==> src/hdl/dxtbd_pkg.sv <==
package dxtbd_pkg;

  // block_format register codes
  localparam logic [1:0] FMT_DXT1 = 2'd0;
  localparam logic [1:0] FMT_DXT3 = 2'd1;
  localparam logic [1:0] FMT_DXT5 = 2'd2;

  // Reciprocal constants for exact small-value division
  localparam logic [9:0]  RECIP3 = 10'd683;   // x/3 = (x*683) >> 11, x <= 765
  localparam logic [11:0] RECIP5 = 12'd3277;  // x/5 = (x*3277) >> 14, x <= 1275
  localparam logic [11:0] RECIP7 = 12'd2341;  // x/7 = (x*2341) >> 14, x <= 1785

  localparam int IN_TDATA_W  = 128;
  localparam int OUT_TDATA_W = 136;

  // One palette color, 8 bits per channel
  typedef struct packed {
    logic [7:0] r;
    logic [7:0] g;
    logic [7:0] b;
  } rgb_t;

endpackage

==> src/hdl/dxt_block_decoder.sv <==
// DXT (BC1/BC2/BC3) block decoder.
// in_*  : one request per compressed 4x4 block. in_tdata[63:0] holds block
//         bytes 0..7, in_tdata[127:64] bytes 8..15 (little-endian).
// out_* : four requests per block, one per texel row, top row first. Each
//         carries the row index and four ARGB8888 texels; out_tlast marks row 3.
// cfg_* : cfg_wr_en writes block_format (0 DXT1, 1 DXT3, 2 DXT5, 3 as DXT1).
//         Write it only while the block holds no work.
// Pipeline: input register -> palette register (endpoints, interpolated
// colors, alpha table) -> row output register. The first row of a block
// passes through the input, palette and row output registers in order; the
// other rows follow while the receiver keeps out_tready high. The row
// sequencer emits one row per cycle while out_tready allows. The input
// register takes the next block while the current one is still being
// emitted.
// Reset (rst_n low, synchronous) empties all stages and sets format to DXT1.
// When out_tready is low the current row holds, the sequencer stops, and
// in_tready drops once the input and palette registers are both occupied.
module dxt_block_decoder (
  input  logic         clk,
  input  logic         rst_n,
  // configuration
  input  logic         cfg_wr_en,
  input  logic [1:0]   cfg_wr_data,
  // compressed blocks
  input  logic         in_tvalid,
  output logic         in_tready,
  input  logic [127:0] in_tdata,    // [63:0] block_low, [127:64] block_high
  // decoded rows
  output logic         out_tvalid,
  input  logic         out_tready,
  output logic [135:0] out_tdata,   // [1:0] row_index, [33:2] texel_col0,
                                    // [65:34] texel_col1, [97:66] texel_col2,
                                    // [129:98] texel_col3, [135:130] zero
  output logic         out_tlast    // last_row
);

  // ---------------------------------------------------------------
  // Small constant divisions
  // ---------------------------------------------------------------
  function automatic logic [7:0] div3(input logic [9:0] x);
    logic [19:0] p;
    p = 20'(x) * 20'(dxtbd_pkg::RECIP3);
    return p[18:11];
  endfunction

  function automatic logic [7:0] div5(input logic [10:0] x);
    logic [22:0] p;
    p = 23'(x) * 23'(dxtbd_pkg::RECIP5);
    return p[21:14];
  endfunction

  function automatic logic [7:0] div7(input logic [10:0] x);
    logic [22:0] p;
    p = 23'(x) * 23'(dxtbd_pkg::RECIP7);
    return p[21:14];
  endfunction

  // ---------------------------------------------------------------
  // Configuration register
  // ---------------------------------------------------------------
  logic [1:0] block_format_r;

  always_ff @(posedge clk) begin
    if (!rst_n) begin
      block_format_r <= dxtbd_pkg::FMT_DXT1;
    end else if (cfg_wr_en) begin
      block_format_r <= cfg_wr_data;
    end
  end

  // ---------------------------------------------------------------
  // Handshake control
  // ---------------------------------------------------------------
  logic       a_valid_r;
  logic       b_valid_r;
  logic       out_valid_r;
  logic [1:0] row_r;
  logic       out_free;
  logic       emit;
  logic       b_last;
  logic       a_take;

  assign out_free  = !out_valid_r || out_tready;
  assign emit      = b_valid_r && out_free;
  assign b_last    = emit && (row_r == 2'd3);
  assign a_take    = a_valid_r && (!b_valid_r || b_last);
  assign in_tready = !a_valid_r || a_take;

  // ---------------------------------------------------------------
  // Input register
  // ---------------------------------------------------------------
  logic [63:0] blk_lo_r;
  logic [63:0] blk_hi_r;

  always_ff @(posedge clk) begin
    if (!rst_n) begin
      a_valid_r <= 1'b0;
    end else if (in_tready) begin
      a_valid_r <= in_tvalid;
    end
  end

  always_ff @(posedge clk) begin
    if (in_tvalid && in_tready) begin
      blk_lo_r <= in_tdata[63:0];
      blk_hi_r <= in_tdata[127:64];
    end
  end

  // ---------------------------------------------------------------
  // Palette computation from the input register
  // ---------------------------------------------------------------
  logic            has_alpha;
  logic [63:0]     cblk;
  logic [15:0]     c0;
  logic [15:0]     c1;
  logic            three_nxt;
  dxtbd_pkg::rgb_t pal_nxt [4];
  logic [7:0]      a0;
  logic [7:0]      a1;
  logic [7:0]      atab_nxt [8];
  logic [9:0]      s2r, s2g, s2b, s3r, s3g, s3b;
  logic [8:0]      hr, hg, hb;
  logic [10:0]     asum;

  always_comb begin
    has_alpha = (block_format_r == dxtbd_pkg::FMT_DXT3) ||
                (block_format_r == dxtbd_pkg::FMT_DXT5);
    cblk      = has_alpha ? blk_hi_r : blk_lo_r;
    c0        = cblk[15:0];
    c1        = cblk[31:16];
    three_nxt = (c0 <= c1);

    // endpoints expanded from RGB565
    pal_nxt[0].r = {c0[15:11], c0[15:13]};
    pal_nxt[0].g = {c0[10:5],  c0[10:9]};
    pal_nxt[0].b = {c0[4:0],   c0[4:2]};
    pal_nxt[1].r = {c1[15:11], c1[15:13]};
    pal_nxt[1].g = {c1[10:5],  c1[10:9]};
    pal_nxt[1].b = {c1[4:0],   c1[4:2]};

    // two-thirds blends for four-color mode
    s2r = {1'b0, pal_nxt[0].r, 1'b0} + 10'(pal_nxt[1].r);
    s2g = {1'b0, pal_nxt[0].g, 1'b0} + 10'(pal_nxt[1].g);
    s2b = {1'b0, pal_nxt[0].b, 1'b0} + 10'(pal_nxt[1].b);
    s3r = 10'(pal_nxt[0].r) + {1'b0, pal_nxt[1].r, 1'b0};
    s3g = 10'(pal_nxt[0].g) + {1'b0, pal_nxt[1].g, 1'b0};
    s3b = 10'(pal_nxt[0].b) + {1'b0, pal_nxt[1].b, 1'b0};
    // midpoint for three-color mode
    hr  = 9'(pal_nxt[0].r) + 9'(pal_nxt[1].r);
    hg  = 9'(pal_nxt[0].g) + 9'(pal_nxt[1].g);
    hb  = 9'(pal_nxt[0].b) + 9'(pal_nxt[1].b);

    if (three_nxt) begin
      pal_nxt[2].r = hr[8:1];
      pal_nxt[2].g = hg[8:1];
      pal_nxt[2].b = hb[8:1];
      pal_nxt[3]   = '0;
    end else begin
      pal_nxt[2].r = div3(s2r);
      pal_nxt[2].g = div3(s2g);
      pal_nxt[2].b = div3(s2b);
      pal_nxt[3].r = div3(s3r);
      pal_nxt[3].g = div3(s3g);
      pal_nxt[3].b = div3(s3b);
    end

    // DXT5 alpha table
    a0          = blk_lo_r[7:0];
    a1          = blk_lo_r[15:8];
    atab_nxt[0] = a0;
    atab_nxt[1] = a1;
    asum        = '0;
    for (int i = 2; i < 8; i++) begin
      if (a0 > a1) begin
        asum        = 11'(8 - i) * 11'(a0) + 11'(i - 1) * 11'(a1);
        atab_nxt[i] = div7(asum);
      end else if (i < 6) begin
        asum        = 11'(6 - i) * 11'(a0) + 11'(i - 1) * 11'(a1);
        atab_nxt[i] = div5(asum);
      end else if (i == 6) begin
        atab_nxt[i] = 8'd0;
      end else begin
        atab_nxt[i] = 8'd255;
      end
    end
  end

  // ---------------------------------------------------------------
  // Palette register and row sequencer
  // ---------------------------------------------------------------
  dxtbd_pkg::rgb_t pal_r [4];
  logic [7:0]      atab_r [8];
  logic [63:0]     alo_r;
  logic [31:0]     bits_r;
  logic [1:0]      fmt_r;
  logic            three_r;

  always_ff @(posedge clk) begin
    if (!rst_n) begin
      b_valid_r <= 1'b0;
      row_r     <= 2'd0;
    end else begin
      if (a_take) begin
        b_valid_r <= 1'b1;
      end else if (b_last) begin
        b_valid_r <= 1'b0;
      end
      if (emit) begin
        row_r <= row_r + 2'd1;
      end
    end
  end

  always_ff @(posedge clk) begin
    if (a_take) begin
      pal_r   <= pal_nxt;
      atab_r  <= atab_nxt;
      alo_r   <= blk_lo_r;
      bits_r  <= cblk[63:32];
      fmt_r   <= block_format_r;
      three_r <= three_nxt;
    end
  end

  // ---------------------------------------------------------------
  // Texel lookup for the current row
  // ---------------------------------------------------------------
  logic [31:0] tex_nxt [4];
  logic [3:0]  t;
  logic [1:0]  idx;
  logic [5:0]  apos;
  logic [3:0]  nib;
  logic [7:0]  alpha;

  always_comb begin
    t     = '0;
    idx   = '0;
    apos  = '0;
    nib   = '0;
    alpha = '0;
    for (int c = 0; c < 4; c++) begin
      t    = {row_r, 2'(c)};
      idx  = bits_r[{t, 1'b0} +: 2];
      apos = 6'd16 + 6'(t) * 6'd3;
      nib  = alo_r[{t, 2'b00} +: 4];
      unique case (fmt_r)
        dxtbd_pkg::FMT_DXT3: alpha = {nib, nib};
        dxtbd_pkg::FMT_DXT5: alpha = atab_r[alo_r[apos +: 3]];
        default:             alpha = (three_r && idx == 2'd3) ? 8'd0 : 8'd255;
      endcase
      tex_nxt[c] = {alpha, pal_r[idx].r, pal_r[idx].g, pal_r[idx].b};
    end
  end

  // ---------------------------------------------------------------
  // Output register
  // ---------------------------------------------------------------
  logic [1:0]  out_row_r;
  logic [31:0] out_tex_r [4];
  logic        out_last_r;

  always_ff @(posedge clk) begin
    if (!rst_n) begin
      out_valid_r <= 1'b0;
    end else if (out_free) begin
      out_valid_r <= b_valid_r;
    end
  end

  always_ff @(posedge clk) begin
    if (emit) begin
      out_row_r  <= row_r;
      out_tex_r  <= tex_nxt;
      out_last_r <= (row_r == 2'd3);
    end
  end

  assign out_tvalid = out_valid_r;
  assign out_tlast  = out_last_r;
  assign out_tdata  = {6'd0, out_tex_r[3], out_tex_r[2], out_tex_r[1], out_tex_r[0],
                       out_row_r};

endmodule

==> config.mk <==
export PLATFORM = sky130hd
export DESIGN_NAME = dxt_block_decoder
export DESIGN_NICKNAME = d
export VERILOG_FILES = /design/src/hdl/dxtbd_pkg.sv /design/src/hdl/dxt_block_decoder.sv
export SDC_FILE = /design/constraint.sdc
export NUM_CORES = 2
export LEC_CHECK = 0
export BUFFER_PORTS_ARGS = -buffer_cell sky130_fd_sc_hd__buf_4
export CORE_AREA = 2 2 329 299
export DETAILED_ROUTE_END_ITERATION = 7
export DIE_AREA = 0 0 331 301
export GPL_TIMING_DRIVEN = 0
export PLACE_DENSITY = 0.76
export SYNTH_ARGS = -nofsm -noshare
export SYNTH_HDL_FRONTEND = slang
export SYNTH_SLANG_ARGS = --single-unit
==> constraint.sdc <==
create_clock -name clk -period 19.6 [get_ports clk]
set_clock_uncertainty 0.2 [all_clocks]
set_input_delay 5.88 -clock clk [delete_from_list [all_inputs] [get_ports clk]]
set_output_delay 5.88 -clock clk [all_outputs]
set_load 0.1 [all_outputs]
==> run_results.csv <==
group,metric,value,unit
detailed_routing,drt-wirelength-per-cell,23.13,um
global_routing,grt_use_total,30.67,%
placement,portBuffers,267,
critical_path,critPathLaunchType,"primary input",
critical_path,startpoint,"out_tready",
timing,fin_crit_sh,66.90,%
global_routing,grt_pass1_wl,232.9,mm
hold_path,hp-start,"blk_lo_r[57]",
die,num_rows,108,
detailed_routing,wl,151.0,mm
hold_path,hold_path_class,"flop to flop",
detailed_routing,vias,39420,
detailed_routing,drtIter0Drc,3256,
critical_path,crit_fanout,4,
clock_network,clock_sinks,493,
global_routing,overflow,0,
timing,max_freq,76.26,MHz
timing,drv_slew,0,
clock_network,cts_hold_buffers,0,
timing,setup_viol,0,
run_status,outcome,"completed",
critical_path,path_class,"primary input to output port",
finish,drive_gt1_share,11.31,%
detailed_routing,route.detailed.drc,0,
yosys,yosys_most_used_dff,"edfxtp_1",
timing,period_minus_slack,13.11,ns
clock_network,cts_root_buf,"clkbuf_16",
finish,nNetsFinal,6884,
detailed_routing,vias_per_cell,6.038,
detailed_routing,ant_nets,0,
global_routing,grt_max_degree,97,
yosys,postSynthAreaPerCell,11.34,um2
timing,setup_tns,0,ns
yosys,yosys_warnings,0,
clock_network,cts.repair.resized,0,
placement,dpl.hpwl,122.5,mm
die,die_x,331,um
timing,rsz0062_at_grt,"no",
placement,dp_cells,6438,
timing,hold_viol_final,0,
critical_path,cp.required,13.52,ns
die,core-area,95940,um2
die,initial_core_util,57.78,%
critical_path,cp.arrival,7.03,ns
global_routing,antenna_found_initial,6,
yosys,yosys_register_bits,493,
yosys,synth_edf_count,486,
job,max-cap-violations,0,
detailed_routing,drtPass1Iterations,5,
global_routing,grt_pass1_vias,40300,
critical_path,worst_setup_path_end_kind,"output port",
die,die_h,301,um
yosys,mappedNetlistArea,55440,um2
die,io_pins,274,
finish,instances_no_fill,6528,
yosys,ys_async_sr_fraction,0,%
clock_network,cts-buffers-inserted,49,
die,dieArea,99630,um2
critical_path,regToRegStartpoint,"block_format_r[0]",
yosys,yosysSeqAreaShare,26.58,%
finish,syn2layout_area_growth,10.09,%
clock_network,clk_pin_slew,0.06,ns
timing,relSlewSlack,0.8190,%
yosys,yosysUniqueCellTypes,82,
timing,tightest_slew,1.488,ns
yosys,netlist_instances,4887,
placement,place_congestion,0.9954,
clock_network,cts_tree,"built",
clock_network,clock_latency,0.63,ns
clock_network,post_cts_buffers,0,
clock_network,clockBufferDepth,3,
clock_network,htreeDepth,2,
finish,fillers,7444,
final timing paths:
kind	end	slack (ns)	cells after the start
worst max-delay path	in_tready	6.49	5
worst min-delay path	alo_r[57]	0.24	0
worst max register to register	pal_r[23]	8.72	30
worst min register to register	alo_r[57]	0.24	0
metal layers:
metal  global-route usage (%)  wire length (um)  up-vias  share of wire, %
met3                    6.970             14390      277               9.5
met1                    43.18             64640    19220                43
li1                         -                 -    18250                 -
met4                    7.819              3981       10               2.6
met5                        0                62        -             0.041
met2                    48.00             67890     1663                45
through the flow:
step / area (um2) / utilization (%) / setup slack, ns / hold slack [ns]
2_1_floorplan: 55450 / - / 2.450 / 0.2204
3_3_place_gp: 59040 / 61.54 / -1.957 / 0.2304
3_5_place_dp: 59400 / 61.91 / 6.556 / 0.2325
4_1_cts: 61030 / 63.61 / 6.468 / 0.2483
5_1_grt: 61030 / 63.61 / 6.427 / 0.2677
6_report: 61030 / 63.61 / 6.487 / 0.2443
cell usage after synthesis (all sizes together), types with 28 or more instances:
master,count,area (um2)
a211oi,65,488.0
a21o,61,457.9
a21oi,265,1334
a31oi,30,187.7
buf,63,397.9
clkbuf,34,127.6
edfxtp,486,14590
fa,371,7427
ha,1154,14440
inv,719,2699
mux2,94,1059
mux2i,173,1755
mux4,104,2370
nand2,157,589.3
nand3,42,210.2
nor2,165,619.3
nor2b,73,456.7
nor3,47,235.2
o211ai,28,210.2
o21a,30,225.2
o21ai,110,550.5
o21bai,39,292.8
o31ai,40,300.3
or3,31,193.9
xnor2,185,1620
xor2,76,665.6
cells by family (layout without fill, tap and decap cells):
family | Yosys count | after routing | share of synthesized area (%)
simple gates | 640 | 640 | 5.663
other cells | 1 | 7 | 0.006765
fa+ha+maj | 1525 | 1525 | 39.44
mux | 371 | 371 | 9.351
buf+inv | 816 | 1186 | 5.816
compound gates | 778 | 778 | 8.936
xor+xnor | 263 | 263 | 4.205
flops | 493 | 493 | 26.58
critical path, cell delays in order:
cell	delay [ns]
buf_4	0.10
nand2b_1	0.17
a21oi_1	0.44
nand2_1	0.17
buf_4	0.27
cell usage in the layout, fill, tap and decap left out, drive strengths merged, types with 7 or more instances in the layout:
cell type and n:
o21ai 110, a21oi 265, o21a 30, xnor2 185, a21o 61, o21bai 39, o22ai 20, ha 1154
a22oi 9, nor2b 73, nor3 47, edfxtp 486, buf 344, a211o 10, dfxtp 7, mux2i 173
clkinv 17, xor2 76, inv 724, and2 18, mux4 104, a21boi 13, nor2 165, nand3 42
and3 11, or3 31, nand2b 27, nand4 24, o2111ai 9, a211oi 65, a31oi 30, o31ai 40
or2 12, o211ai 28, mux2 94, clkbuf 92, fa 371, nor4 8, nand2 157
final cells by class:
type	instances	area (um2)	share of cell area, %
well taps	1265	1583	2.593
flip-flops and latches	493	14730	24.14
clock buffers	58	1260	2.064
diodes	1	2.502	0.004100
repair buffers	281	2340	3.834
inverters	719	2704	4.430
clock inverters	31	369.1	0.6048
plain buffers	97	525.5	0.8611
multi-input cells	3583	37510	61.47
flip-flops by register name, indices dropped and copies added, names as in the netlist:
name            cells
alo_r              50
bits_r             32
blk_lo_r           64
pal_r              80
block_format_r      2
out_tvalid          1
out_tlast           1
b_valid_r           1
row_r               2
fmt_r               2
atab_r             62
a_valid_r           1
out_tdata         128
out_row_r           2
blk_hi_r           64
three_r             1
Power is left out: the tool's default activity adds up to more than one toggle a clock period on the data nets, which glitch-free logic cannot reach.
